**src/hw/rtl/text_console_renderer_core_assert.svh**
```systemverilog
// Assertion macros used by the console renderer RTL.
`ifndef TEXT_CONSOLE_RENDERER_CORE_ASSERT_SVH
`define TEXT_CONSOLE_RENDERER_CORE_ASSERT_SVH

// Check a condition at every rising clock edge outside reset.
`define TCR_ASSERT(label, cond, msg) \
    label: assert property (@(posedge clk) disable iff (!rst_n) (cond)) else $error(msg);

// Check that an antecedent implies a consequent in the same cycle.
`define TCR_ASSERT_IMPL(label, ante, cons, msg) \
    label: assert property (@(posedge clk) disable iff (!rst_n) (ante) |-> (cons)) \
        else $error(msg);

// Check that an antecedent implies a consequent in the next cycle.
`define TCR_ASSERT_NEXT(label, ante, cons, msg) \
    label: assert property (@(posedge clk) disable iff (!rst_n) (ante) |=> (cons)) \
        else $error(msg);

`endif

```
**src/hw/rtl/tcr_pkg.sv**
```systemverilog
// Types and constants of the text console renderer.
package tcr_pkg;

    localparam int MODE_W  = 2;
    localparam int BYTE_W  = 8;
    localparam int ADDR_W  = 11;
    localparam int CELL_W  = 16;
    localparam int X_W     = 7;
    localparam int Y_W     = 5;

    localparam logic [MODE_W-1:0] MODE_CHAR  = 2'd0;
    localparam logic [MODE_W-1:0] MODE_READ  = 2'd1;
    localparam logic [MODE_W-1:0] MODE_CLEAR = 2'd2;
    localparam logic [MODE_W-1:0] MODE_ATTR  = 2'd3;

    localparam logic [BYTE_W-1:0] ESC_BYTE   = 8'h1B;
    localparam logic [BYTE_W-1:0] BS_BYTE    = 8'h08;
    localparam logic [BYTE_W-1:0] TAB_BYTE   = 8'h09;
    localparam logic [BYTE_W-1:0] LF_BYTE    = 8'h0A;
    localparam logic [BYTE_W-1:0] CR_BYTE    = 8'h0D;
    localparam logic [BYTE_W-1:0] BLANK_CHAR = 8'h20;
    localparam logic [BYTE_W-1:0] PRINT_LAST = 8'h7F;

    localparam logic [CELL_W-1:0] HIGH_NIBBLE_MASK = 16'hF000;
    localparam logic [CELL_W-1:0] RESET_ATTR       = 16'h0F00;

    localparam int TAB_STEP    = 8;
    localparam int TAB_SHIFT   = 3;
    localparam int QUEUE_DEPTH = 2;

    typedef enum logic [2:0] {
        OP_NOP,
        OP_PRINT,
        OP_BS,
        OP_TAB,
        OP_CR,
        OP_LF,
        OP_READ,
        OP_CLEAR
    } op_t;

    typedef struct packed {
        op_t               op;
        logic [BYTE_W-1:0] ch;
        logic [ADDR_W-1:0] addr;
        logic [CELL_W-1:0] attr;
    } cmd_t;

    typedef enum logic [2:0] {
        ST_INIT,
        ST_IDLE,
        ST_READ,
        ST_CLEAR,
        ST_COPY,
        ST_FILL
    } back_state_t;

    function automatic logic [CELL_W-1:0] blank_cell(input logic [CELL_W-1:0] attr);
        return attr | {{(CELL_W-BYTE_W){1'b0}}, BLANK_CHAR};
    endfunction

endpackage

```
**src/hw/rtl/tcr_queue.sv**
```systemverilog
// Short command queue between the front and back parts.
module tcr_queue (
    input  logic          clk,
    input  logic          rst_n,
    input  logic          push_en,
    input  tcr_pkg::cmd_t din,
    output logic          full,
    output tcr_pkg::cmd_t dout,
    output logic          empty,
    input  logic          pop_en
);

    import tcr_pkg::*;

    localparam int PW   = (QUEUE_DEPTH > 1) ? $clog2(QUEUE_DEPTH) : 1;
    localparam int CNTW = $clog2(QUEUE_DEPTH + 1);

    cmd_t            entry_reg [QUEUE_DEPTH];
    logic [PW-1:0]   wr_ptr_reg, wr_ptr_next;
    logic [PW-1:0]   rd_ptr_reg, rd_ptr_next;
    logic [CNTW-1:0] count_reg, count_next;
    logic            do_push, do_pop;

    assign full    = (count_reg == CNTW'(QUEUE_DEPTH));
    assign empty   = (count_reg == '0);
    assign do_push = push_en && !full;
    assign do_pop  = pop_en && !empty;
    assign dout    = entry_reg[rd_ptr_reg];

    always_comb
    begin
        wr_ptr_next = wr_ptr_reg;
        rd_ptr_next = rd_ptr_reg;
        count_next  = count_reg;
        if (do_push)
        begin
            wr_ptr_next = (wr_ptr_reg == PW'(QUEUE_DEPTH - 1)) ? '0 : wr_ptr_reg + 1'b1;
        end
        if (do_pop)
        begin
            rd_ptr_next = (rd_ptr_reg == PW'(QUEUE_DEPTH - 1)) ? '0 : rd_ptr_reg + 1'b1;
        end
        if (do_push && !do_pop)
        begin
            count_next = count_reg + 1'b1;
        end
        else if (do_pop && !do_push)
        begin
            count_next = count_reg - 1'b1;
        end
    end

    always_ff @(posedge clk or negedge rst_n)
    begin
        if (!rst_n)
        begin
            wr_ptr_reg <= '0;
            rd_ptr_reg <= '0;
            count_reg  <= '0;
        end
        else
        begin
            wr_ptr_reg <= wr_ptr_next;
            rd_ptr_reg <= rd_ptr_next;
            count_reg  <= count_next;
        end
    end

    always_ff @(posedge clk)
    begin
        if (do_push)
        begin
            entry_reg[wr_ptr_reg] <= din;
        end
    end

endmodule

```
**config.mk**
```make
export PLATFORM = sky130hd
export DESIGN_NAME = tcr_queue
export DESIGN_NICKNAME = d
export VERILOG_FILES = /design/src/hw/rtl/text_console_renderer_core_assert.svh /design/src/hw/rtl/tcr_pkg.sv /design/src/hw/rtl/tcr_queue.sv
export SDC_FILE = /design/constraint.sdc
export NUM_CORES = 1
export LEC_CHECK = 0
export BUFFER_PORTS_ARGS = -buffer_cell sky130_fd_sc_hd__buf_2
export CAP_MARGIN = 20
export CORE_MARGIN = 5
export CORE_UTILIZATION = 55
export CTS_CLUSTER_DIAMETER = 60
export DETAILED_ROUTE_END_ITERATION = 10
export PLACE_DENSITY = 0.92
export SYNTH_ARGS = -nofsm -noshare
export SYNTH_HDL_FRONTEND = slang
export SYNTH_SLANG_ARGS = --single-unit
```
**constraint.sdc**
```tcl
create_clock -name clk -period 5.5 [get_ports clk]
set_input_delay 1.1 -clock clk [delete_from_list [all_inputs] [get_ports clk]]
set_output_delay 1.1 -clock clk [all_outputs]
set_load 0.005 [all_outputs]
```
Yosys cells after proc, flatten, opt, wreduce, memory -nomap -nowiden
Memory sizes are Yosys's and may differ from the RTL's.
Index checks and enable logic that the tools add are counted.
{ "op_classes": {"n_div": 0, "reduce_logical": 10, "multipliers": 0, "add_sub_neg": 4, "bitwise_logic": 0, "n_lt_le_gt_ge": 0, "eq_ne": 1, "shift": 0, "muxes": 6} }
{ "op_table": {"columns": ["cell", "n"], "rows": [
  ["$logic_and 1x1->1", 4],
  ["$logic_not 1->1", 4],
  ["$mux 1", 4],
  ["$mux 2", 2],
  ["$add 1x1->1 const B", 2],
  ["$add 2x1->2 const B", 1],
  ["$eq 2x2->1 const B", 1],
  ["$logic_not 2->1", 1],
  ["$reduce_bool 2->1", 1],
  ["$sub 2x1->2 const B", 1]
]} }
{ "totals": {"ff_bits": 4, "mem_count": 1, "ramBits": 76, "output_inout_bits": 40, "latchBits": 0, "mem_bits_ro": 0, "in_bits": 42, "wordCells": 25} }
{ "memory_table": {"columns": ["memory", "depth", "word_bits", "read_ports", "rd_clocked_by_memory_dff", "wr", "line", "text"], "rows": [
  ["entry_reg", 2, 38, 1, 0, 1, "tcr_queue.sv:18", "cmd_t entry_reg [QUEUE_DEPTH];"]
]} }

Logic depth before layout (Yosys ltp)
{ "depth": {"depth_word": 7, "mapped_depth": 7, "ltp_nobuf": 7} }

Worst setup path before layout
No wires, ideal clock.
{ "synth_path": {"kind": "input port to flip-flop", "start": "input push_en", "end": "memory entry_reg[0][0] in the netlist's numbering (enable)", "setup_ns": 0.433, "path_slack_ns": 2.276, "stages": 2, "arrival_time_ns": 2.791, "path_cell_list": "nand2_1 -> nor2_1"} }
{ "synth_between": {"elab_chain_cells": 3} }
{ "synth_rtl": {"columns": ["item", "line", "text"], "rows": [
  ["start, declared", "tcr_queue.sv:5", "input logic push_en,"],
  ["$logic_and 1x1->1", "tcr_queue.sv:26", "assign do_push = push_en && !full;"],
  ["$mux 1", "tcr_queue.sv:71", "if (do_push)"],
  ["$mux 1 (implied by the code)", "tcr_queue.sv:73", "entry_reg[wr_ptr_reg] <= din;"],
  ["end, declared", "tcr_queue.sv:18", null]
]} }
Every way passes these cells.

==> results.cfg <==
[global_route]
antenna_found_initial = 0
grt_pass1_wl_um = 7800
grt_pass1_vias = 1613
grt_overflow = 0
grt_usage_pct = 14.6
grt_start_max_net_pins = 40

[clock_tree]
cts_buffer_depth = 2
root_buffer = clkbuf_8
cts_tree = yes
cts_setup_buffers = 0
cts_buffers = 9
clock_latency_ns = 0.33
holdBufCountCts = 0
ctsResizeCount = 0
clk_pin_slew_ns = 0.08
htreeDepth = 3
cts.sink_count = 80

[finish]
fillers = 354
nets = 269
drive_gt1_share_pct = 59.3
post-route-util_pct = 70.8
syn_to_final_growth_pct = 23.4
final_cell_area_um2 = 3680
largest_reg_flops = 76
antenna_cells = 0
final_cell_count_no_fill = 301
layout_common_cells = buf_2, edfxtp_1, mux2_2
layout_commonest_cell = buf_2

[placed_design]
placed_area_um2 = 3450
pre_cts_slack_ns = 2.84
port_buffers = 81
place_inst = 284
dp_hpwl_um = 3220
gp_congestion = 0.680

[routing]
final_antenna_net_count = 0
met3WireLength_um = 403
met2WireLength_um = 2330
drc = 0
firstDrtPassIters = 7
drt_iter0_drc = 64
wl_per_cell_um = 16.3
via_count = 1515
routed.top_layer = met4
viasPerCell = 5.03
totalWireLength_um = 4900
wirelength_met1_um = 2100

[flow_run]
maxCapViolCount = 0

[synthesis]
synth.distinct_cells = 16
synth-seq-cells = 80
ys_seq_area_share_pct = 79.8
synth_top_area_share_pct = 76.4
yosys_warnings = 0
synthCells = 137
synth_area_leader_cell = edfxtp_1
syn-cell-area_um2 = 2990
syn-num-nets = 180
synth.avg_cell_area_um2 = 21.8
yosys-top-cells-area = edfxtp_1, mux2_2, mux2_4

[timing]
final-setup-viol-count = 0
finalWorstSetupSlack_ns = 2.49
slew_headroom_pct = 36.1
tns_ns = 0
rsz0062_at_grt = no
worst_pin_slew_ns = 0.959
hold_violations = 0
finClkSkew_ns = 0.00496
timing.fmax_ghz = 0.332
final_max_slew_viol_count = 0
period_needed_ns = 3.01
worst_hold_slack_ns = 0.525
min_period_over_period_pct = 54.8

[power]
seqPwrFrac_pct = 50.1
switching_share_pct = 26.6
clkPwrFrac_pct = 23.4
p_leak_nw = 1.44
p_int_mw = 1.37
p_per_area_nw_per_um2 = 508
power_mw = 1.87
p_comb_share_pct = 26.5
ir_drop_v = 0.000414
switchingPower_uw = 498

[critical_path]
worstPathCellList = mux2_2, buf_2
cp.required_ns = 4.40
critical_path_class = reg -> out
path_max_fanout = 39
startpoint_type = flip-flop
crit_path_top_delay_cell = dfrtp_2
end_kind = output port
critical_path_arrival_ns = 1.91
cpPeakStageDelay_ns = 1.00

[die]
core_um2 = 5200
dieArea_um2 = 7000
rows = 26
start_util_pct = 57.4
io_pins = 82
die-width_um = 83.7
die_h_um = 83.7

[hold_path]
hold_path_class = reg -> reg

[status]
status = finished clean
## cells by family after synthesis
family                     count (synthesis)  synth area share [%]
AOI/OAI and AO/OA                          1                 0.167
xor gates and xnor gates                   5                  1.47
adders and majority gates                  1                 0.419
buffers and inverters                      6                  1.63
DFF                                       80                  79.8
muxes                                     38                  15.6
and+or+nand+nor                            6                 0.922
## routing by layer
| layer | GRT usage (%) | vias to the layer above |
|---|---|---|
| met5 | 0 | - |
| met4 | 7.02 | 0 |
| met3 | 4.84 | 9 |
| met2 | 21.9 | 72 |
| met1 | 19.3 | 725 |
| li1 | - | 709 |
## cell usage after synthesis
master and n:
mux2_4 10, nor2_1 3, nand2_1 1, nand2b_1 1, edfxtp_1 76, buf_6 1
o21ai_0 1, mux2_2 28, inv_1 2, xnor2_1 3, xor2_1 2, and3_1 1
buf_8 1, ha_1 1, buf_4 2, dfrtp_1 4
## path summary, 6_finish.rpt
check / from / slack [ns] / depth (start not counted) / endpoint
worst min-delay path: count_reg[1]$_DFFE_PN0P_ / 0.52 / 1 / count_reg[1]$_DFFE_PN0P_
worst max-delay path: rd_ptr_reg$_DFFE_PN0P_ / 2.49 / 2 / dout[8]
min in group asynchronous: rst_n / 0.55 / 1 / rd_ptr_reg$_DFFE_PN0P_
worst max register to register: count_reg[0]$_DFFE_PN0P_ / 3.70 / 4 / entry_reg[0][25]$_DFFE_PP_
worst min register to register: count_reg[1]$_DFFE_PN0P_ / 0.52 / 1 / count_reg[1]$_DFFE_PN0P_
max in group asynchronous: rst_n / 4.81 / 1 / rd_ptr_reg$_DFFE_PN0P_
## area by class of cell
cell class / count / area [um2] / area share [%]
Tap cell: 70 / 87.6 / 2.38
Clock buffer: 14 / 173 / 4.69
Timing Repair Buffer: 82 / 433 / 11.7
Multi-Input combinational cell: 51 / 563 / 15.3
Sequential cell: 80 / 2380 / 64.7
Clock inverter: 2 / 37.5 / 1.02
Inverter: 2 / 7.51 / 0.204
## critical path: cells and delay by family (launching register included)
family	cells	cell delay, ns
flip-flops	1	1.00
multiplexers	1	0.43
buffers and inverters	1	0.13
## power groups by stage
stage	Clock [mW]	Sequential (mW)	Combinational, mW
2_1_floorplan	0	0.883	0.368
3_3_place_gp	0	0.947	0.476
3_5_place_dp	0	0.955	0.489
4_1_cts	0.448	0.943	0.491
5_1_grt	0.479	0.958	0.537
6_report	0.437	0.939	0.496
Note: power is estimated with default switching activity, not from simulation.
