### src/hw/rtl/text_console_renderer_core_assert.svh
// Assertion macros used by the console renderer RTL.
`ifndef TEXT_CONSOLE_RENDERER_CORE_ASSERT_SVH
`define TEXT_CONSOLE_RENDERER_CORE_ASSERT_SVH

// Check a condition at every rising clock edge outside reset.
`define TCR_ASSERT(label, cond, msg) \
    label: assert property (@(posedge clk) disable iff (!rst_n) (cond)) else $error(msg);

// Check that an antecedent implies a consequent in the same cycle.
`define TCR_ASSERT_IMPL(label, ante, cons, msg) \
    label: assert property (@(posedge clk) disable iff (!rst_n) (ante) |-> (cons)) \
        else $error(msg);

// Check that an antecedent implies a consequent in the next cycle.
`define TCR_ASSERT_NEXT(label, ante, cons, msg) \
    label: assert property (@(posedge clk) disable iff (!rst_n) (ante) |=> (cons)) \
        else $error(msg);

`endif

### src/hw/rtl/tcr_pkg.sv
// Types and constants of the text console renderer.
package tcr_pkg;

    localparam int MODE_W  = 2;
    localparam int BYTE_W  = 8;
    localparam int ADDR_W  = 11;
    localparam int CELL_W  = 16;
    localparam int X_W     = 7;
    localparam int Y_W     = 5;

    localparam logic [MODE_W-1:0] MODE_CHAR  = 2'd0;
    localparam logic [MODE_W-1:0] MODE_READ  = 2'd1;
    localparam logic [MODE_W-1:0] MODE_CLEAR = 2'd2;
    localparam logic [MODE_W-1:0] MODE_ATTR  = 2'd3;

    localparam logic [BYTE_W-1:0] ESC_BYTE   = 8'h1B;
    localparam logic [BYTE_W-1:0] BS_BYTE    = 8'h08;
    localparam logic [BYTE_W-1:0] TAB_BYTE   = 8'h09;
    localparam logic [BYTE_W-1:0] LF_BYTE    = 8'h0A;
    localparam logic [BYTE_W-1:0] CR_BYTE    = 8'h0D;
    localparam logic [BYTE_W-1:0] BLANK_CHAR = 8'h20;
    localparam logic [BYTE_W-1:0] PRINT_LAST = 8'h7F;

    localparam logic [CELL_W-1:0] HIGH_NIBBLE_MASK = 16'hF000;
    localparam logic [CELL_W-1:0] RESET_ATTR       = 16'h0F00;

    localparam int TAB_STEP    = 8;
    localparam int TAB_SHIFT   = 3;
    localparam int QUEUE_DEPTH = 2;

    typedef enum logic [2:0] {
        OP_NOP,
        OP_PRINT,
        OP_BS,
        OP_TAB,
        OP_CR,
        OP_LF,
        OP_READ,
        OP_CLEAR
    } op_t;

    typedef struct packed {
        op_t               op;
        logic [BYTE_W-1:0] ch;
        logic [ADDR_W-1:0] addr;
        logic [CELL_W-1:0] attr;
    } cmd_t;

    typedef enum logic [2:0] {
        ST_INIT,
        ST_IDLE,
        ST_READ,
        ST_CLEAR,
        ST_COPY,
        ST_FILL
    } back_state_t;

    function automatic logic [CELL_W-1:0] blank_cell(input logic [CELL_W-1:0] attr);
        return attr | {{(CELL_W-BYTE_W){1'b0}}, BLANK_CHAR};
    endfunction

endpackage

### src/hw/rtl/tcr_front.sv
// Front part: accepts items, tracks escape and attribute, classifies bytes.
module tcr_front (
    input  logic                          clk,
    input  logic                          rst_n,
    input  logic                          push,
    output logic                          full,
    input  logic [tcr_pkg::MODE_W-1:0]    mode,
    input  logic [tcr_pkg::BYTE_W-1:0]    byte_in,
    input  logic [tcr_pkg::ADDR_W-1:0]    cell_address,
    input  logic [tcr_pkg::CELL_W-1:0]    attr_value,
    input  logic                          init_busy,
    input  logic                          q_full,
    output logic                          q_push,
    output tcr_pkg::cmd_t                 q_cmd
);

    import tcr_pkg::*;

    logic              esc_reg, esc_next;
    logic [CELL_W-1:0] attr_reg, attr_next;
    logic              accept;

    assign full   = q_full || init_busy;
    assign accept = push && !full;
    assign q_push = accept;

    always_comb
    begin
        q_cmd.op   = OP_NOP;
        q_cmd.ch   = byte_in;
        q_cmd.addr = cell_address;
        q_cmd.attr = attr_reg;
        esc_next   = esc_reg;
        attr_next  = attr_reg;
        unique case (mode)
            MODE_CHAR:
            begin
                if (esc_reg)
                begin
                    attr_next = {byte_in, {BYTE_W{1'b0}}} | (attr_reg & HIGH_NIBBLE_MASK);
                    esc_next  = 1'b0;
                end
                else if (byte_in == ESC_BYTE)
                begin
                    esc_next = 1'b1;
                end
                else if (byte_in == BS_BYTE)
                begin
                    q_cmd.op = OP_BS;
                end
                else if (byte_in == TAB_BYTE)
                begin
                    q_cmd.op = OP_TAB;
                end
                else if (byte_in == CR_BYTE)
                begin
                    q_cmd.op = OP_CR;
                end
                else if (byte_in == LF_BYTE)
                begin
                    q_cmd.op = OP_LF;
                end
                else if (byte_in >= BLANK_CHAR && byte_in <= PRINT_LAST)
                begin
                    q_cmd.op = OP_PRINT;
                end
            end
            MODE_READ:
            begin
                q_cmd.op = OP_READ;
            end
            MODE_CLEAR:
            begin
                q_cmd.op = OP_CLEAR;
            end
            MODE_ATTR:
            begin
                attr_next = attr_value;
            end
            default:
            begin
                q_cmd.op = OP_NOP;
            end
        endcase
    end

    always_ff @(posedge clk or negedge rst_n)
    begin
        if (!rst_n)
        begin
            esc_reg  <= 1'b0;
            attr_reg <= RESET_ATTR;
        end
        else if (accept)
        begin
            esc_reg  <= esc_next;
            attr_reg <= attr_next;
        end
    end

endmodule

### config.mk
export PLATFORM = sky130hd
export DESIGN_NAME = tcr_front
export DESIGN_NICKNAME = d
export VERILOG_FILES = /design/src/hw/rtl/text_console_renderer_core_assert.svh /design/src/hw/rtl/tcr_pkg.sv /design/src/hw/rtl/tcr_front.sv
export SDC_FILE = /design/constraint.sdc
export NUM_CORES = 1
export LEC_CHECK = 0
export BUFFER_PORTS_ARGS = -buffer_cell sky130_fd_sc_hd__clkbuf_2
export CELL_PAD_IN_SITES_DETAIL_PLACEMENT = 0
export CELL_PAD_IN_SITES_GLOBAL_PLACEMENT = 1
export CORE_ASPECT_RATIO = 0.7
export CORE_MARGIN = 5
export CORE_UTILIZATION = 26
export CTS_BUF_LIST = sky130_fd_sc_hd__clkbuf_8
export CTS_CLUSTER_SIZE = 10
export DETAILED_ROUTE_END_ITERATION = 10
export GPL_TIMING_DRIVEN = 0
export PLACE_DENSITY = 0.89
export SYNTH_ARGS = -nofsm -noshare
export SYNTH_HDL_FRONTEND = slang
export SYNTH_SLANG_ARGS = --single-unit
### constraint.sdc
create_clock -name clk -period 1.1 [get_ports clk]
set_input_delay 0 -clock clk [delete_from_list [all_inputs] [get_ports clk]]
set_output_delay 0 -clock clk [all_outputs]
set_load 0.1 [all_outputs]
After elaboration in Yosys (flattened, before gate mapping). Index checks and enable logic that the tools add are counted.

Magnitude comparators: 2. Equal/unequal tests: 9. Muxes and demuxes: 12. Bitwise operators: 1. Reductions and logical operators: 8.

Operators with widths (number): == test 8 x 4 -> 1 bit, second input constant (4); case mux 16 bit (2 select lines) (1); 2-to-1 mux 3 bit (6); 2-to-1 mux 16 bit (1); bitwise OR 16 bit (1); case mux 3 bit (3 select lines) (1); == test 8 x 5 -> 1 bit, second input constant (1); greater-or-equal comparator 8 x 6 -> 1 bit, second input constant (1); less-or-equal comparator 8 x 7 -> 1 bit, second input constant (1); == test 2 bit, second input constant (2); 2-to-1 mux 1 bit (3); AND reduction 3 bit (1); == test 2 x 1 -> 1 bit, second input constant (1); logical AND 1 bit (2); logical NOT 2 bit (1); != test 2 bit, second input constant (1); AND reduction 2 bit (1); nonzero test 2 bit (1); logical NOT 1 bit (1); logical OR 1 bit (1).

Register bits after elaboration: 17. Input bits: 42. Output and inout bits: 40.

Depth between registers and ports, before layout.
Word-level depth: 10. Depth in mapped cells: 6.

Least setup slack after synthesis. OpenSTA, ideal clock, no wires.

Path type: input -> output. Start: input byte_in[6] in the netlist's numbering. End: output q_cmd[35] in the netlist's numbering. Arrival time: 4.006 ns. Required time: 1.100 ns. Setup slack: -2.906 ns. Stages: 3. Buffers on the path: 0. Path through: or4b_4 > o32a_1 > o41ai_1.

RTL lines: start: declaration (RTL line tcr_front.sv:8) `input logic [tcr_pkg::BYTE_W-1:0] byte_in,`; end: declaration (RTL line tcr_front.sv:14) `output tcr_pkg::cmd_t q_cmd`.

==> results_dict.tcl <==
set metrics [dict create \
    syn_area_mm2 0.00111 \
    fin_nets 255 \
    maxSlewViolCount 0 \
    clockBufferDepth 2 \
    overflow 0 \
    worstSetupEndpointType "output pin" \
    reg2reg_slack_ps -350 \
    startpoint_type "register" \
    skew_ps 3.69 \
    rsz0062_at_grt "yes" \
    clk_latency_ps 250 \
    hold_class "input pin to register" \
    wl_per_cell_um 14.3 \
    p_sw_mw 1.68 \
    firstDrtPassIters 4 \
    drive_above_1_share_pct 69.5 \
    avgSynthCellArea_um2 9.54 \
    h-tree-depth 1 \
    seqPwrFrac_pct 26.3 \
    reg2reg_from "esc_reg" \
    yosys_warnings 0 \
    n_fill_cell 376 \
    fin_util_pct 51.3 \
    p_per_area_mw_per_mm2 1580 \
    holdWs_ps -2.61 \
    timing.critical_path.required_ps 1100 \
    cts_buffers 3 \
    yosysSeqAreaShare_pct 38.9 \
    min_from "attr_value[15]" \
    cts_tree "built" \
    synth_edf_count 0 \
    final_critical_path_setup_slack_ps -503 \
    grt_max_degree 18 \
    min_path_cells 2 \
    clkPwrFrac_pct 14.2 \
    gp_congestion 0.758 \
    min_period_over_period_pct 146 \
    hold_violations 1 \
    port_buffers 70 \
    synth_flop_cell "dfrtp_1" \
    r2r_end "attr_reg[15]" \
    synth_seq_cells 17 \
    antennaDiodeCount 0 \
    die_area_mm2 0.00568 \
    synthesis.nets 160 \
    wl_um 3740 \
    maxCapViolations 0 \
    die_y_um 64.6 \
    path_clk_slew_ps 70 \
    synthDistinctLibCells 29 \
    critical_path_class "register to output pin" \
    power_mw 3.25 \
    intPower_mw 1.57 \
    r2r_cells 6 \
    outcome "complete, but fails checks" \
    clock-sinks 17 \
    groute.usage.overall_pct 12.7 \
    period_needed_ps 1600 \
    switching_share_pct 51.8 \
    drtIter0Drc 44 \
    grt_use_met1_pct 15.6 \
    start_util_pct 27.5 \
    die_w_um 88.0 \
    largest_register_ff_count 16 \
    crit_arrival_ps 1600 \
    async_reset_ff_share_pct 100 \
    vias_per_cell 4.52 \
    place_hpwl_um 2850 \
    antenna_found_initial 0 \
    netlist_instances 116 \
    synthToLayoutAreaGrowth_pct 86.2 \
    power_frac_comb_pct 59.6 \
    worst_pin_slew_ps 561 \
    use_met2_pct 23.5 \
    fmax_ghz 0.624 \
    ant_nets 0 \
    slew_headroom_pct 62.8 \
    ir_drop_v 0.000919 \
    grt_pass1_vias 1179 \
    vias 1183 \
    violations "hold timing, setup timing" \
    grt_pass1_wl_um 5730 \
    use_met3_pct 2.15 \
    leakagePower_nw 0.969 \
    crit_fanout 3 \
    rows 19 \
    drc 0 \
    core_mm2 0.00402 \
    cts_root_buf "clkbuf_8" \
    grt.busiest_layer "met2" \
    design.portCount 82 \
    setup_viol 19 \
    hold_end "attr_reg[15]" \
]
==> cell type report <==
cell class / instances / area [µm²] / share of cell area (%)
Buffer: 25 / 183 / 8.87
Clock buffer: 3 / 41.3 / 2.00
Clock inverter: 1 / 3.75 / 0.182
Inverter: 4 / 18.8 / 0.911
Multi-Input combinational cell: 70 / 612 / 29.7
Sequential cell: 17 / 455 / 22.1
Tap cell: 52 / 65.1 / 3.16
Timing Repair Buffer: 90 / 681 / 33.0
==> synth_stat cells, types with 4 or more instances <==
cell type | number | share of area [%]
nand2_1 | 9 | 3.1
o31ai_1 | 8 | 5.4
dfstp_2 | 4 | 9.5
mux2_2 | 8 | 8.1
dfrtp_1 | 13 | 29
inv_1 | 4 | 1.4
clkbuf_1 | 6 | 2.0
o21ai_0 | 8 | 3.6
buf_4 | 19 | 13
o22a_1 | 4 | 3.2
nor2_1 | 6 | 2.0
nor3_1 | 4 | 1.8
==> routing by layer <==
metal | routed length [µm] | vias up
li1 | - | 590
met1 | 1520 | 558
met2 | 1980 | 31
met3 | 212 | 4
met4 | 21 | 0
met5 | 0 | -
==> power by group through the flow <==
stage | registers (mW) | logic (mW) | clock network, mW
after floorplan | 1.61 | 0.625 | 0
after global placement | 0.839 | 1.66 | 0
after detailed placement | 0.848 | 1.67 | 0
after CTS | 0.854 | 1.90 | 0.480
after global routing | 0.868 | 2.00 | 0.504
final | 0.854 | 1.94 | 0.460
==> worst max path at each step <==
| stage | endpoint | from | cells past startpoint | slack [ps] |
|---|---|---|---|---|
| 6_report | q_cmd[36] | esc_reg | 4 | -500 |
| 5_1_grt | q_cmd[36] | esc_reg | 4 | -530 |
| 4_1_cts | q_cmd[36] | esc_reg | 4 | -500 |
| 3_5_place_dp | q_cmd[35] | byte_in[6] | 5 | -770 |
| 3_3_place_gp | q_cmd[35] | byte_in[6] | 5 | -780 |
| 2_1_floorplan | q_cmd[35] | byte_in[6] | 3 | -970 |
==> metrics by stage <==
| step | instances | setup TNS (ps) | cell area (µm²) | hold slack [ps] | worst slack, ps |
|---|---|---|---|---|---|
| 3_5_place_dp | 238 | -7390 | 1610 | -20.8 | -775 |
| 6_report | 262 | -5920 | 2060 | -2.61 | -503 |
| 3_3_place_gp | 238 | -6960 | 1610 | -30.6 | -777 |
| 5_1_grt | 262 | -7050 | 2060 | 10.9 | -535 |
| 2_1_floorplan | 116 | -2950 | 1190 | -296 | -965 |
| 4_1_cts | 258 | -6380 | 1950 | 1.56 | -505 |
==> cells by family (layout without fill, tap and decap cells) <==
kind of cell,count (synthesis),after routing,share of synthesized area [%]
and+or+nand+nor,33,33,17.0
buffers and inverters,29,123,16.3
AOI/OAI and AO/OA,26,26,16.5
DFF,17,17,38.9
muxes,9,9,9.05
adders and majority gates,2,2,2.26
==> timing repair <==
| item | CTS | global route |
|---|---|---|
| endpoints found under the setup margin | 23 | 21 |
| cloned | 0 | 2 |
| buffers inserted | 4 | 2 |
| endpoints found under the hold margin | 24 | 0 |
| hold buffers | 12 | 0 |
| gates resized for setup | 22 | 40 |
| pin swaps | 5 | 7 |
==> worst max-delay path: stages, from the launching register on <==
cell       delay (ps)
dfrtp_1           380
nand2b_4          160
or4_4             440
a21oi_4           150
clkbuf_16         220
==> cells in the final DEF (no fill, tap or decap), drive strengths merged, types with 2 or more instances in the layout <==
master and count:
inv 4, o31ai 8, or2 2, o21ai 8, clkbuf 69, nand2 9
buf 37, dfstp 4, dlygate4sd3 12, mux2 8, o22a 4, nor3 4
nor4 2, nand3b 2, ha 2, dfrtp 13, a21oi 2, nor2 6
or3b 2
No activity file was read; power rests on OpenSTA's default activity.
