`config.mk`:
```
export PLATFORM = sky130hd
export DESIGN_NAME = tcr_back
export DESIGN_NICKNAME = d
export VERILOG_FILES = /design/src/hw/rtl/tcr_pkg.sv /design/src/hw/rtl/tcr_back.sv
export VERILOG_INCLUDE_DIRS = /design/src /design/src/hw/rtl
export SDC_FILE = /design/constraint.sdc
export NUM_CORES = 1
export LEC_CHECK = 0
export ABC_AREA = 1
export BUFFER_PORTS_ARGS = -buffer_cell sky130_fd_sc_hd__buf_4
export CAP_MARGIN = 5
export CORE_AREA = 4 4 124 126
export DETAILED_ROUTE_END_ITERATION = 12
export DIE_AREA = 0 0 128 130
export SKIP_CTS_REPAIR_TIMING = 1
export SYNTH_ARGS = -nofsm -noshare
export SYNTH_HDL_FRONTEND = slang
export SYNTH_SLANG_ARGS = --single-unit
```
`constraint.sdc`:
```
create_clock -name clk -period 4.7 [get_ports clk]
set_clock_uncertainty 0.2 [all_clocks]
set_input_delay 0.47 -clock clk [delete_from_list [all_inputs] [get_ports clk]]
set_output_delay 0.47 -clock clk [all_outputs]
set_load 0.01 [all_outputs]
```
`src/hw/rtl/text_console_renderer_core_assert.svh`:
```
// Assertion macros used by the console renderer RTL.
`ifndef TEXT_CONSOLE_RENDERER_CORE_ASSERT_SVH
`define TEXT_CONSOLE_RENDERER_CORE_ASSERT_SVH

// Check a condition at every rising clock edge outside reset.
`define TCR_ASSERT(label, cond, msg) \
    label: assert property (@(posedge clk) disable iff (!rst_n) (cond)) else $error(msg);

// Check that an antecedent implies a consequent in the same cycle.
`define TCR_ASSERT_IMPL(label, ante, cons, msg) \
    label: assert property (@(posedge clk) disable iff (!rst_n) (ante) |-> (cons)) \
        else $error(msg);

// Check that an antecedent implies a consequent in the next cycle.
`define TCR_ASSERT_NEXT(label, ante, cons, msg) \
    label: assert property (@(posedge clk) disable iff (!rst_n) (ante) |=> (cons)) \
        else $error(msg);

`endif

```
`src/hw/rtl/tcr_pkg.sv`:
```
// Types and constants of the text console renderer.
package tcr_pkg;

    localparam int MODE_W  = 2;
    localparam int BYTE_W  = 8;
    localparam int ADDR_W  = 11;
    localparam int CELL_W  = 16;
    localparam int X_W     = 7;
    localparam int Y_W     = 5;

    localparam logic [MODE_W-1:0] MODE_CHAR  = 2'd0;
    localparam logic [MODE_W-1:0] MODE_READ  = 2'd1;
    localparam logic [MODE_W-1:0] MODE_CLEAR = 2'd2;
    localparam logic [MODE_W-1:0] MODE_ATTR  = 2'd3;

    localparam logic [BYTE_W-1:0] ESC_BYTE   = 8'h1B;
    localparam logic [BYTE_W-1:0] BS_BYTE    = 8'h08;
    localparam logic [BYTE_W-1:0] TAB_BYTE   = 8'h09;
    localparam logic [BYTE_W-1:0] LF_BYTE    = 8'h0A;
    localparam logic [BYTE_W-1:0] CR_BYTE    = 8'h0D;
    localparam logic [BYTE_W-1:0] BLANK_CHAR = 8'h20;
    localparam logic [BYTE_W-1:0] PRINT_LAST = 8'h7F;

    localparam logic [CELL_W-1:0] HIGH_NIBBLE_MASK = 16'hF000;
    localparam logic [CELL_W-1:0] RESET_ATTR       = 16'h0F00;

    localparam int TAB_STEP    = 8;
    localparam int TAB_SHIFT   = 3;
    localparam int QUEUE_DEPTH = 2;

    typedef enum logic [2:0] {
        OP_NOP,
        OP_PRINT,
        OP_BS,
        OP_TAB,
        OP_CR,
        OP_LF,
        OP_READ,
        OP_CLEAR
    } op_t;

    typedef struct packed {
        op_t               op;
        logic [BYTE_W-1:0] ch;
        logic [ADDR_W-1:0] addr;
        logic [CELL_W-1:0] attr;
    } cmd_t;

    typedef enum logic [2:0] {
        ST_INIT,
        ST_IDLE,
        ST_READ,
        ST_CLEAR,
        ST_COPY,
        ST_FILL
    } back_state_t;

    function automatic logic [CELL_W-1:0] blank_cell(input logic [CELL_W-1:0] attr);
        return attr | {{(CELL_W-BYTE_W){1'b0}}, BLANK_CHAR};
    endfunction

endpackage

```
`src/hw/rtl/tcr_back.sv`:
```
// Back part: cursor, cell writes, reads, clear, scroll and the result register.
`include "text_console_renderer_core_assert.svh"

module tcr_back #(
    parameter int COLUMNS = 80,
    parameter int LINES   = 25,
    localparam int CELL_COUNT = COLUMNS * LINES,
    localparam int AW = $clog2(CELL_COUNT)
) (
    input  logic                       clk,
    input  logic                       rst_n,
    input  tcr_pkg::cmd_t              cmd,
    input  logic                       q_empty,
    output logic                       q_pop,
    output logic                       init_busy,
    output logic                       ram_we,
    output logic [AW-1:0]              ram_waddr,
    output logic [tcr_pkg::CELL_W-1:0] ram_wdata,
    output logic                       ram_re,
    output logic [AW-1:0]              ram_raddr,
    input  logic [tcr_pkg::CELL_W-1:0] ram_rdata,
    input  logic                       pop,
    output logic                       empty,
    output logic [tcr_pkg::X_W-1:0]    cursor_x,
    output logic [tcr_pkg::Y_W-1:0]    cursor_y,
    output logic [tcr_pkg::CELL_W-1:0] cell_data,
    output logic                       scrolled
);

    import tcr_pkg::*;

    localparam int CW         = $clog2(COLUMNS);
    localparam int RW         = (LINES > 1) ? $clog2(LINES) : 1;
    localparam int IW         = $clog2(CELL_COUNT + 1);
    localparam int COPY_COUNT = COLUMNS * (LINES - 1);

    back_state_t       state_reg, state_next;
    logic [CW-1:0]     col_reg, col_next;
    logic [RW-1:0]     row_reg, row_next;
    logic [IW-1:0]     idx_reg, idx_next;
    logic              pend_reg, pend_next;
    logic [CELL_W-1:0] fill_attr_reg, fill_attr_next;
    logic              range_reg, range_next;
    logic              out_valid_reg, out_valid_next;
    logic [CW-1:0]     out_x_reg, out_x_next;
    logic [RW-1:0]     out_y_reg, out_y_next;
    logic [CELL_W-1:0] out_data_reg, out_data_next;
    logic              out_scr_reg, out_scr_next;
    logic              out_load;
    logic              take;
    logic [CW:0]       col_t;
    logic [RW:0]       row_t;
    logic [CW:0]       tab_sum;
    logic              need_scroll;
    logic [CW-1:0]     step_col;
    logic [RW-1:0]     step_row;
    logic [AW-1:0]     print_addr;

    assign take      = (state_reg == ST_IDLE) && !q_empty && (!out_valid_reg || pop);
    assign q_pop     = take;
    assign init_busy = (state_reg == ST_INIT);

    assign tab_sum    = {1'b0, col_reg} + (CW+1)'(TAB_STEP);
    assign print_addr = AW'(row_reg * COLUMNS + col_reg);

    always_comb
    begin
        col_t = {1'b0, col_reg};
        row_t = {1'b0, row_reg};
        unique case (cmd.op)
            OP_PRINT:
            begin
                col_t = {1'b0, col_reg} + 1'b1;
            end
            OP_BS:
            begin
                if (col_reg != '0)
                begin
                    col_t = {1'b0, col_reg} - 1'b1;
                end
                else if (row_reg != '0)
                begin
                    col_t = (CW+1)'(COLUMNS - 1);
                    row_t = {1'b0, row_reg} - 1'b1;
                end
            end
            OP_TAB:
            begin
                col_t = {tab_sum[CW:TAB_SHIFT], {TAB_SHIFT{1'b0}}};
            end
            OP_CR:
            begin
                col_t = '0;
            end
            OP_LF:
            begin
                col_t = '0;
                row_t = {1'b0, row_reg} + 1'b1;
            end
            default:
            begin
                col_t = {1'b0, col_reg};
            end
        endcase
        if (col_t >= COLUMNS)
        begin
            col_t = '0;
            row_t = row_t + 1'b1;
        end
        need_scroll = (row_t >= LINES);
        step_col    = CW'(col_t);
        step_row    = need_scroll ? RW'(LINES - 1) : RW'(row_t);
    end

    always_comb
    begin
        state_next = state_reg;
        unique case (state_reg)
            ST_INIT:
            begin
                if (idx_reg == IW'(CELL_COUNT - 1))
                begin
                    state_next = ST_IDLE;
                end
            end
            ST_IDLE:
            begin
                if (take)
                begin
                    if (cmd.op == OP_READ)
                    begin
                        state_next = ST_READ;
                    end
                    else if (cmd.op == OP_CLEAR)
                    begin
                        state_next = ST_CLEAR;
                    end
                    else if (need_scroll)
                    begin
                        state_next = ST_COPY;
                    end
                end
            end
            ST_READ:
            begin
                state_next = ST_IDLE;
            end
            ST_CLEAR:
            begin
                if (idx_reg == IW'(CELL_COUNT - 1))
                begin
                    state_next = ST_IDLE;
                end
            end
            ST_COPY:
            begin
                if (idx_reg == IW'(COPY_COUNT))
                begin
                    state_next = ST_FILL;
                end
            end
            ST_FILL:
            begin
                if (idx_reg == IW'(CELL_COUNT - 1))
                begin
                    state_next = ST_IDLE;
                end
            end
            default:
            begin
                state_next = ST_IDLE;
            end
        endcase
    end

    always_comb
    begin
        col_next       = col_reg;
        row_next       = row_reg;
        idx_next       = idx_reg;
        pend_next      = 1'b0;
        fill_attr_next = fill_attr_reg;
        range_next     = range_reg;
        out_load       = 1'b0;
        out_x_next     = out_x_reg;
        out_y_next     = out_y_reg;
        out_data_next  = out_data_reg;
        out_scr_next   = out_scr_reg;
        ram_we         = 1'b0;
        ram_waddr      = '0;
        ram_wdata      = '0;
        ram_re         = 1'b0;
        ram_raddr      = '0;
        unique case (state_reg)
            ST_INIT:
            begin
                ram_we    = 1'b1;
                ram_waddr = idx_reg[AW-1:0];
                ram_wdata = blank_cell(RESET_ATTR);
                idx_next  = (idx_reg == IW'(CELL_COUNT - 1)) ? '0 : idx_reg + 1'b1;
            end
            ST_IDLE:
            begin
                if (take)
                begin
                    if (cmd.op == OP_READ)
                    begin
                        ram_re     = 1'b1;
                        ram_raddr  = AW'(cmd.addr);
                        range_next = (cmd.addr < CELL_COUNT);
                    end
                    else if (cmd.op == OP_CLEAR)
                    begin
                        fill_attr_next = cmd.attr;
                        idx_next       = '0;
                    end
                    else
                    begin
                        if (cmd.op == OP_PRINT)
                        begin
                            ram_we    = 1'b1;
                            ram_waddr = print_addr;
                            ram_wdata = {{(CELL_W-BYTE_W){1'b0}}, cmd.ch} | cmd.attr;
                        end
                        col_next = step_col;
                        row_next = step_row;
                        if (need_scroll)
                        begin
                            fill_attr_next = cmd.attr;
                            idx_next       = '0;
                        end
                        else
                        begin
                            out_load      = 1'b1;
                            out_x_next    = step_col;
                            out_y_next    = step_row;
                            out_data_next = '0;
                            out_scr_next  = 1'b0;
                        end
                    end
                end
            end
            ST_READ:
            begin
                out_load      = 1'b1;
                out_x_next    = col_reg;
                out_y_next    = row_reg;
                out_data_next = range_reg ? ram_rdata : '0;
                out_scr_next  = 1'b0;
            end
            ST_CLEAR:
            begin
                ram_we    = 1'b1;
                ram_waddr = idx_reg[AW-1:0];
                ram_wdata = blank_cell(fill_attr_reg);
                idx_next  = idx_reg + 1'b1;
                if (idx_reg == IW'(CELL_COUNT - 1))
                begin
                    col_next      = '0;
                    row_next      = '0;
                    out_load      = 1'b1;
                    out_x_next    = '0;
                    out_y_next    = '0;
                    out_data_next = '0;
                    out_scr_next  = 1'b0;
                end
            end
            ST_COPY:
            begin
                if (idx_reg < IW'(COPY_COUNT))
                begin
                    ram_re    = 1'b1;
                    ram_raddr = AW'(idx_reg + COLUMNS);
                    pend_next = 1'b1;
                    idx_next  = idx_reg + 1'b1;
                end
                if (pend_reg)
                begin
                    ram_we    = 1'b1;
                    ram_waddr = AW'(idx_reg - 1'b1);
                    ram_wdata = ram_rdata;
                end
            end
            ST_FILL:
            begin
                ram_we    = 1'b1;
                ram_waddr = idx_reg[AW-1:0];
                ram_wdata = blank_cell(fill_attr_reg);
                idx_next  = idx_reg + 1'b1;
                if (idx_reg == IW'(CELL_COUNT - 1))
                begin
                    out_load      = 1'b1;
                    out_x_next    = col_reg;
                    out_y_next    = row_reg;
                    out_data_next = '0;
                    out_scr_next  = 1'b1;
                end
            end
            default:
            begin
                idx_next = '0;
            end
        endcase
        if (out_load)
        begin
            out_valid_next = 1'b1;
        end
        else if (pop)
        begin
            out_valid_next = 1'b0;
        end
        else
        begin
            out_valid_next = out_valid_reg;
        end
    end

    always_ff @(posedge clk or negedge rst_n)
    begin
        if (!rst_n)
        begin
            state_reg     <= ST_INIT;
            col_reg       <= '0;
            row_reg       <= '0;
            idx_reg       <= '0;
            pend_reg      <= 1'b0;
            out_valid_reg <= 1'b0;
        end
        else
        begin
            state_reg     <= state_next;
            col_reg       <= col_next;
            row_reg       <= row_next;
            idx_reg       <= idx_next;
            pend_reg      <= pend_next;
            out_valid_reg <= out_valid_next;
        end
    end

    always_ff @(posedge clk)
    begin
        fill_attr_reg <= fill_attr_next;
        range_reg     <= range_next;
        out_x_reg     <= out_x_next;
        out_y_reg     <= out_y_next;
        out_data_reg  <= out_data_next;
        out_scr_reg   <= out_scr_next;
    end

    assign empty     = !out_valid_reg;
    assign cursor_x  = X_W'(out_x_reg);
    assign cursor_y  = Y_W'(out_y_reg);
    assign cell_data = out_data_reg;
    assign scrolled  = out_scr_reg;

    `TCR_ASSERT_IMPL(a_take_slot_free, q_pop, !out_valid_reg || pop, "result slot busy")
    `TCR_ASSERT_IMPL(a_load_slot_free, out_load, !out_valid_reg || pop, "result overwritten")
    `TCR_ASSERT(a_cursor_range, (col_reg < COLUMNS) && (row_reg < LINES), "cursor off screen")
    `TCR_ASSERT_IMPL(a_pend_in_copy, pend_reg, state_reg == ST_COPY, "copy write outside scroll")
    `TCR_ASSERT_NEXT(a_scroll_reports, out_load && out_scr_next, !empty && scrolled, "scroll lost")

endmodule

```
* Word-level counts from Yosys, hierarchy flattened
Index checks and enable logic that the tools add are counted.
** Word-level totals
- Bits in registers :: 74
- Output and inout port bits :: 72
** Cells by class
- Reduce and logical (&&, ||, !) cells :: 23
- Multipliers :: 1
- $add $sub $neg :: 10
- Equal/unequal tests :: 26
- Muxes and demuxes :: 96
- $lt $le $gt $ge :: 4
- Bitwise logic cells :: 3
** Operator list (number)
- $mux 16 :: 13
- $mux 11 :: 14
- $mux 7 :: 11
- $pmux 16 s4 :: 1
- $pmux 11 s5 :: 1
- $mux 5 :: 10
- $pmux 16 s3 :: 1
- $pmux 11 s3 :: 1
- $pmux 8 s4 :: 1
- $pmux 7 s4 :: 1
- $eq 11x11->1 const B :: 2
- $lt 11x11->1 const B :: 2
- $mux 1 :: 22
- $pmux 11 s2 :: 1
- $pmux 5 s4 :: 1
- $eq 3x3->1 const B :: 6
- $mux 3 :: 6
- $mux 6 :: 3
- $ne 2x2->1 const B :: 8
- $or 8x16->16 :: 1
- $pmux 7 s2 :: 1
- $eq 3x2->1 const B :: 4
- $pmux 6 s2 :: 1
- $add 11x1->11 const B :: 1
- 39 further kinds :: 50

* Depth between registers and ports, before layout
- Depth in word-level cells :: 13
- Gate-level depth with buffers :: 24
- Gate-level depth less buffers :: 23

* Least setup slack after synthesis
No wires, ideal clock.
- Kind :: register to register
- From :: register col_reg[0]
- To :: register out_data_reg[0], in the netlist cell_data[0] (enable)
- Cell stages (with the launch flop) :: 21
- Slack :: 1.407 ns
- Arrival time :: 2.729 ns
- Buffers on the path :: 0
- Library setup time :: 0.364 ns
- Required time :: 4.136 ns
- Cell sequence :: dfrtp_1 inv_1 ha_1 nand2_1 nor2_4 nand3_4 nand2_1 xor2_1 inv_1 ha_1 inv_1 nand2_1 nand2_1 nand2_1 nand2_1 nand3_1 nand3_2 nand3_2 inv_1 a21oi_1 inv_1
** Between the ends
- Cells in the longest elaborated chain, start to end :: 8
- Elaborated cells between the ends (all ways) :: 15
- Those cells by class :: 4 x add/sub; 2 x order compare; 1 x eq/ne; 6 x mux; 2 x reduce/logical
** RTL lines
- from (decl) :: RTL line tcr_back.sv:38 : logic [CW-1:0] col_reg, col_next;
- from (signal assigned) :: RTL line tcr_back.sv:332 : col_reg <= col_next;
- $sub 7x1->8, or another cell as far along :: RTL line tcr_back.sv:79 : col_t = {1'b0, col_reg} - 1'b1;
- $mux 8 / $mux 6 (equally long branches) :: RTL line tcr_back.sv:77 : if (col_reg != '0)
- $pmux 8 s4 / $pmux 6 s2 (equally long branches) :: RTL line tcr_back.sv:70 : unique case (cmd.op)
- $ge 8x7->1 / $add 6x1->6 (equally long branches) :: RTL line tcr_back.sv:105, tcr_back.sv:108
- $mux 6 * :: RTL line tcr_back.sv:105 : if (col_t >= COLUMNS)
- $ge 6x5->1 * :: RTL line tcr_back.sv:110 : need_scroll = (row_t >= LINES);
- $ne 2x2->1 (no line) *
- $reduce_and 6->1 (no line) *
- to (signal assigned) :: RTL line tcr_back.sv:346 : out_data_reg <= out_data_next;
- to (decl) :: RTL line tcr_back.sv:47 : logic [CELL_W-1:0] out_data_reg, out_data_next;
Every way passes the cells marked *; elsewhere a longest branch is shown, timed or not.
A chain may end at the register's enable or synchronous reset.

* Worst setup path after layout
- From :: register col_reg[1]
- To :: register out_data_reg[11], in the netlist cell_data[11] (enable)
Same word-level chain as after synthesis.

==> flow_summary.json <==
{
  "run_status": "finished clean",
  "post_synthesis_sequential_element_count": 73,
  "yosysUniqueCellTypes": 48,
  "global_route.usage.met2_pct": 32.8,
  "global_route.peak_usage_layer": "met2",
  "syn_inst": 717,
  "regArea_mm2": 0.00205,
  "grt_overflow": 0,
  "clk_network_pwr_share_pct": 17.4,
  "cts_tree": "yes",
  "place.gp.congestion": 0.979,
  "antenna_found_initial": 0,
  "power_density_of_the_placed_cells_mw_per_mm2": 526,
  "multi_input_logic_area_mm2": 0.00279,
  "min_path_type": "in -> reg",
  "detail-route-antenna-nets": 0,
  "data_arrival_time_at_the_worst_slack_endpoint_ns": 3.66,
  "drive_above_1_share_pct": 20.0,
  "avgRoutedWirePerCell_um": 17.1,
  "slowest_stage": "sky130_fd_sc_hd__inv_1",
  "ir_drop_v": 0.000253,
  "nets": 923,
  "drt_pre_antenna_iters": 5,
  "seq_power_share_pct": 28.5,
  "insertedDiodeCount": 0,
  "final_core_utilization_pct": 47.1,
  "core_area_mm2": 0.0143,
  "timing.slew.headroom_pct": 33.9,
  "switching_share_pct": 46.2,
  "io_buffer_count": 129,
  "p_leak_nw": 3.22,
  "grt.met3_usage_pct": 3.11,
  "synth-edff-count": 45,
  "syn_area_per_cell_um2": 7.45,
  "design.die.area_mm2": 0.0166,
  "hold_ws_ns": 0.120,
  "slowest_delay_ns": 0.48,
  "dp_hpwl_um": 13700,
  "floorplan.rows": 44,
  "grt_pass1_wl_um": 27300,
  "timing.critical_path.mode_cell": "sky130_fd_sc_hd__nand2_1",
  "cts.clk_slew.worst_paths_ns": 0.06,
  "layout.filler_cells": 1465,
  "crit_chain": "inv_1 > ha_1 > nand2_1 > nor2_4 > nand3_4 > nand2_1 > xor2_1 > inv_1 > ha_1 > inv_1 > nand2_1 > nand2_1 > nand2_1 > nand2_1 > nand3_1 > nand3_2 > nand3_2 > inv_1 > a21oi_1 > inv_1",
  "track_usage_pct": 20.8,
  "num_vias": 5497,
  "area.growth.synth_to_final_pct": 26.2,
  "finish.instance_area_mm2": 0.00674,
  "num_clock_sinks": 73,
  "fp.dieH_um": 130,
  "pin_count_of_the_biggest_net_entering_global_routing": 29,
  "final_worst_path_cycle_share_pct": 82.8,
  "cp_data_required_time_ns": 4.47,
  "tritoncts_buffer_count": 9,
  "maxSlewViolCount": 0,
  "synth-main-ff-cell": "sky130_fd_sc_hd__edfxtp_1",
  "detailedRoute.firstIterationViolations": 430,
  "largest_register_ffs": 16,
  "maxCapViolCount": 0,
  "post_synth_instance_area_mm2": 0.00534,
  "timing.setup.tns_ns": 0,
  "root_buffer": "sky130_fd_sc_hd__clkbuf_16",
  "finalSetupViolCount": 0,
  "grt_use_met1_pct": 28.9,
  "worstSetupStartpointType": "flop",
  "timing.final.crit_period_ns": 3.89,
  "tightest_slew_ns": 0.983,
  "postSynthNetCount": 798,
  "synth_sequential_area_ratio_pct": 38.4,
  "internal-power_mw": 1.91,
  "clock_path_buffers": 2,
  "pre_cts_ws_ns": 0.826,
  "floorplan.initialDensity_pct": 37.3,
  "timing_limited_maximum_frequency_ghz": 0.257,
  "rsz0062_at_grt": "no",
  "post-route-worst-setup-slack_ns": 0.808,
  "die-width_um": 128,
  "design.portCount": 130,
  "placement.cell_area_mm2": 0.00647,
  "netSwitchingPower_mw": 1.64,
  "cts.htree.levels": 3,
  "post_detailed_route_drc_marker_count": 0,
  "clk-insertion-delay-late_ns": 0.34,
  "drt-vias-per-instance": 5.33,
  "postRouteWirelength_um": 17600,
  "final-hold-violation-count": 0,
  "yosys_warnings": 0,
  "nature_of_the_critical_path_endpoint": "flop",
  "synthArstFlopShare_pct": 38.4,
  "grt_pass1_vias": 5036,
  "path_max_fanout": 16,
  "critical_path_start_end_classification": "reg -> reg",
  "comb_power_share_pct": 54.2
}
## synthesized netlist by cell type (all sizes together), types with 2 or more instances
master | instances | area (um^2)
fa | 2 | 40.0
o311ai | 2 | 17.5
a21oi | 23 | 119
nand2 | 157 | 602
nor2 | 99 | 397
a22oi | 15 | 113
o21ai | 42 | 210
o211ai | 8 | 60.1
clkinv | 3 | 11.3
o221ai | 6 | 52.6
or2 | 3 | 18.8
nor3 | 12 | 76.3
nand4 | 9 | 56.3
buf | 4 | 35.0
o22ai | 29 | 181
dfrtp | 28 | 701
nor4 | 2 | 18.8
nand3 | 57 | 313
xnor2 | 2 | 17.5
clkbuf | 16 | 60.1
a221oi | 2 | 17.5
a31oi | 3 | 18.8
inv | 104 | 390
ha | 21 | 263
o2111ai | 2 | 17.5
edfxtp | 45 | 1350
xor2 | 13 | 114
## kinds of logic (layout without fill, tap and decap cells)
kind of cell / count (synthesis) / count (layout) / synth area share [%]
simple gates: 339 / 339 / 27.7
compound gates: 140 / 140 / 16.4
buf+inv: 127 / 257 / 9.30
flops: 73 / 73 / 38.4
fa+ha+maj: 23 / 23 / 5.67
xor+xnor: 15 / 15 / 2.46
## final cells by class
type                    count  area share (%)
well taps                 184            3.42
flip-flops and latches     73            30.4
clock buffers              11            3.45
multi-input cells         517            41.4
repair buffers            134            15.0
inverters                 107            5.96
clock inverters             5           0.353
## worst max-delay path: cells and delay by family, from the launching register on
family / cells / cell delay (ns)
flops: 1 / 0.43
xor+xnor: 1 / 0.25
compound gates: 1 / 0.08
buf+inv: 5 / 0.91
simple gates: 11 / 1.14
fa+ha+maj: 2 / 0.50
## power groups by stage
stage	registers [mW]	logic, mW	clock network, mW
3_3_place_gp	1.02	1.91	0
4_1_cts	1.01	1.92	0.618
2_1_floorplan	0.997	1.22	0
6_report	1.01	1.92	0.616
3_5_place_dp	1.02	1.91	0
5_1_grt	1.03	2.14	0.647
## per-layer routing
metal  share of wire [%]  up-vias
met2                  46      253
li1                    -     2684
met3                 7.7       38
met5                   0        -
met1                  43     2522
met4                 3.0        0
## final timing paths
check | start | cells past startpoint | slack [ns] | to
max | col_reg[1]$_DFFE_PN0P_ | 20 | 0.81 | cell_data[11]$_SDFFCE_PN0P_
min | cmd[9] | 1 | 0.12 | fill_attr_reg[9]$_DFFE_PP_
max reg2reg | col_reg[1]$_DFFE_PN0P_ | 20 | 0.81 | cell_data[11]$_SDFFCE_PN0P_
min reg2reg | state_reg[2]$_DFFE_PN0P_ | 2 | 0.35 | state_reg[2]$_DFFE_PN0P_
max in group asynchronous | rst_n | 2 | 3.59 | col_reg[3]$_DFFE_PN0P_
min in group asynchronous | rst_n | 2 | 0.40 | idx_reg[5]$_DFFE_PN0P_
## cell usage in the layout, fill, tap and decap left out, types with 2 or more instances in the layout
master                        n
sky130_fd_sc_hd__nand2_1    152
sky130_fd_sc_hd__buf_4      133
sky130_fd_sc_hd__inv_1      101
sky130_fd_sc_hd__nor2_1      93
sky130_fd_sc_hd__nand3_1     53
sky130_fd_sc_hd__edfxtp_1    45
sky130_fd_sc_hd__o21ai_0     41
sky130_fd_sc_hd__o22ai_1     29
sky130_fd_sc_hd__dfrtp_1     28
sky130_fd_sc_hd__a21oi_1     22
sky130_fd_sc_hd__ha_1        21
sky130_fd_sc_hd__a22oi_1     15
sky130_fd_sc_hd__xor2_1      13
sky130_fd_sc_hd__nor3_1      10
sky130_fd_sc_hd__nand4_1      9
sky130_fd_sc_hd__clkbuf_16    9
sky130_fd_sc_hd__o211ai_1     8
sky130_fd_sc_hd__clkinv_1     6
sky130_fd_sc_hd__o221ai_1     6
sky130_fd_sc_hd__nand2_2      5
sky130_fd_sc_hd__nor2_2       4
sky130_fd_sc_hd__inv_2        3
sky130_fd_sc_hd__a31oi_1      3
sky130_fd_sc_hd__or2_2        3
sky130_fd_sc_hd__nand3_2      3
sky130_fd_sc_hd__nor2_4       2
sky130_fd_sc_hd__xnor2_1      2
sky130_fd_sc_hd__o311ai_0     2
sky130_fd_sc_hd__o2111ai_1    2
sky130_fd_sc_hd__a221oi_1     2
sky130_fd_sc_hd__fa_1         2
sky130_fd_sc_hd__clkbuf_1     2
## through the flow
step	std cells	total power, mW
after floorplan	717	2.22
after global placement	1014	2.93
after detailed placement	1014	2.92
after CTS	1030	3.54
after global routing	1031	3.82
final	1031	3.55
No activity file was read; power rests on OpenSTA's default activity.
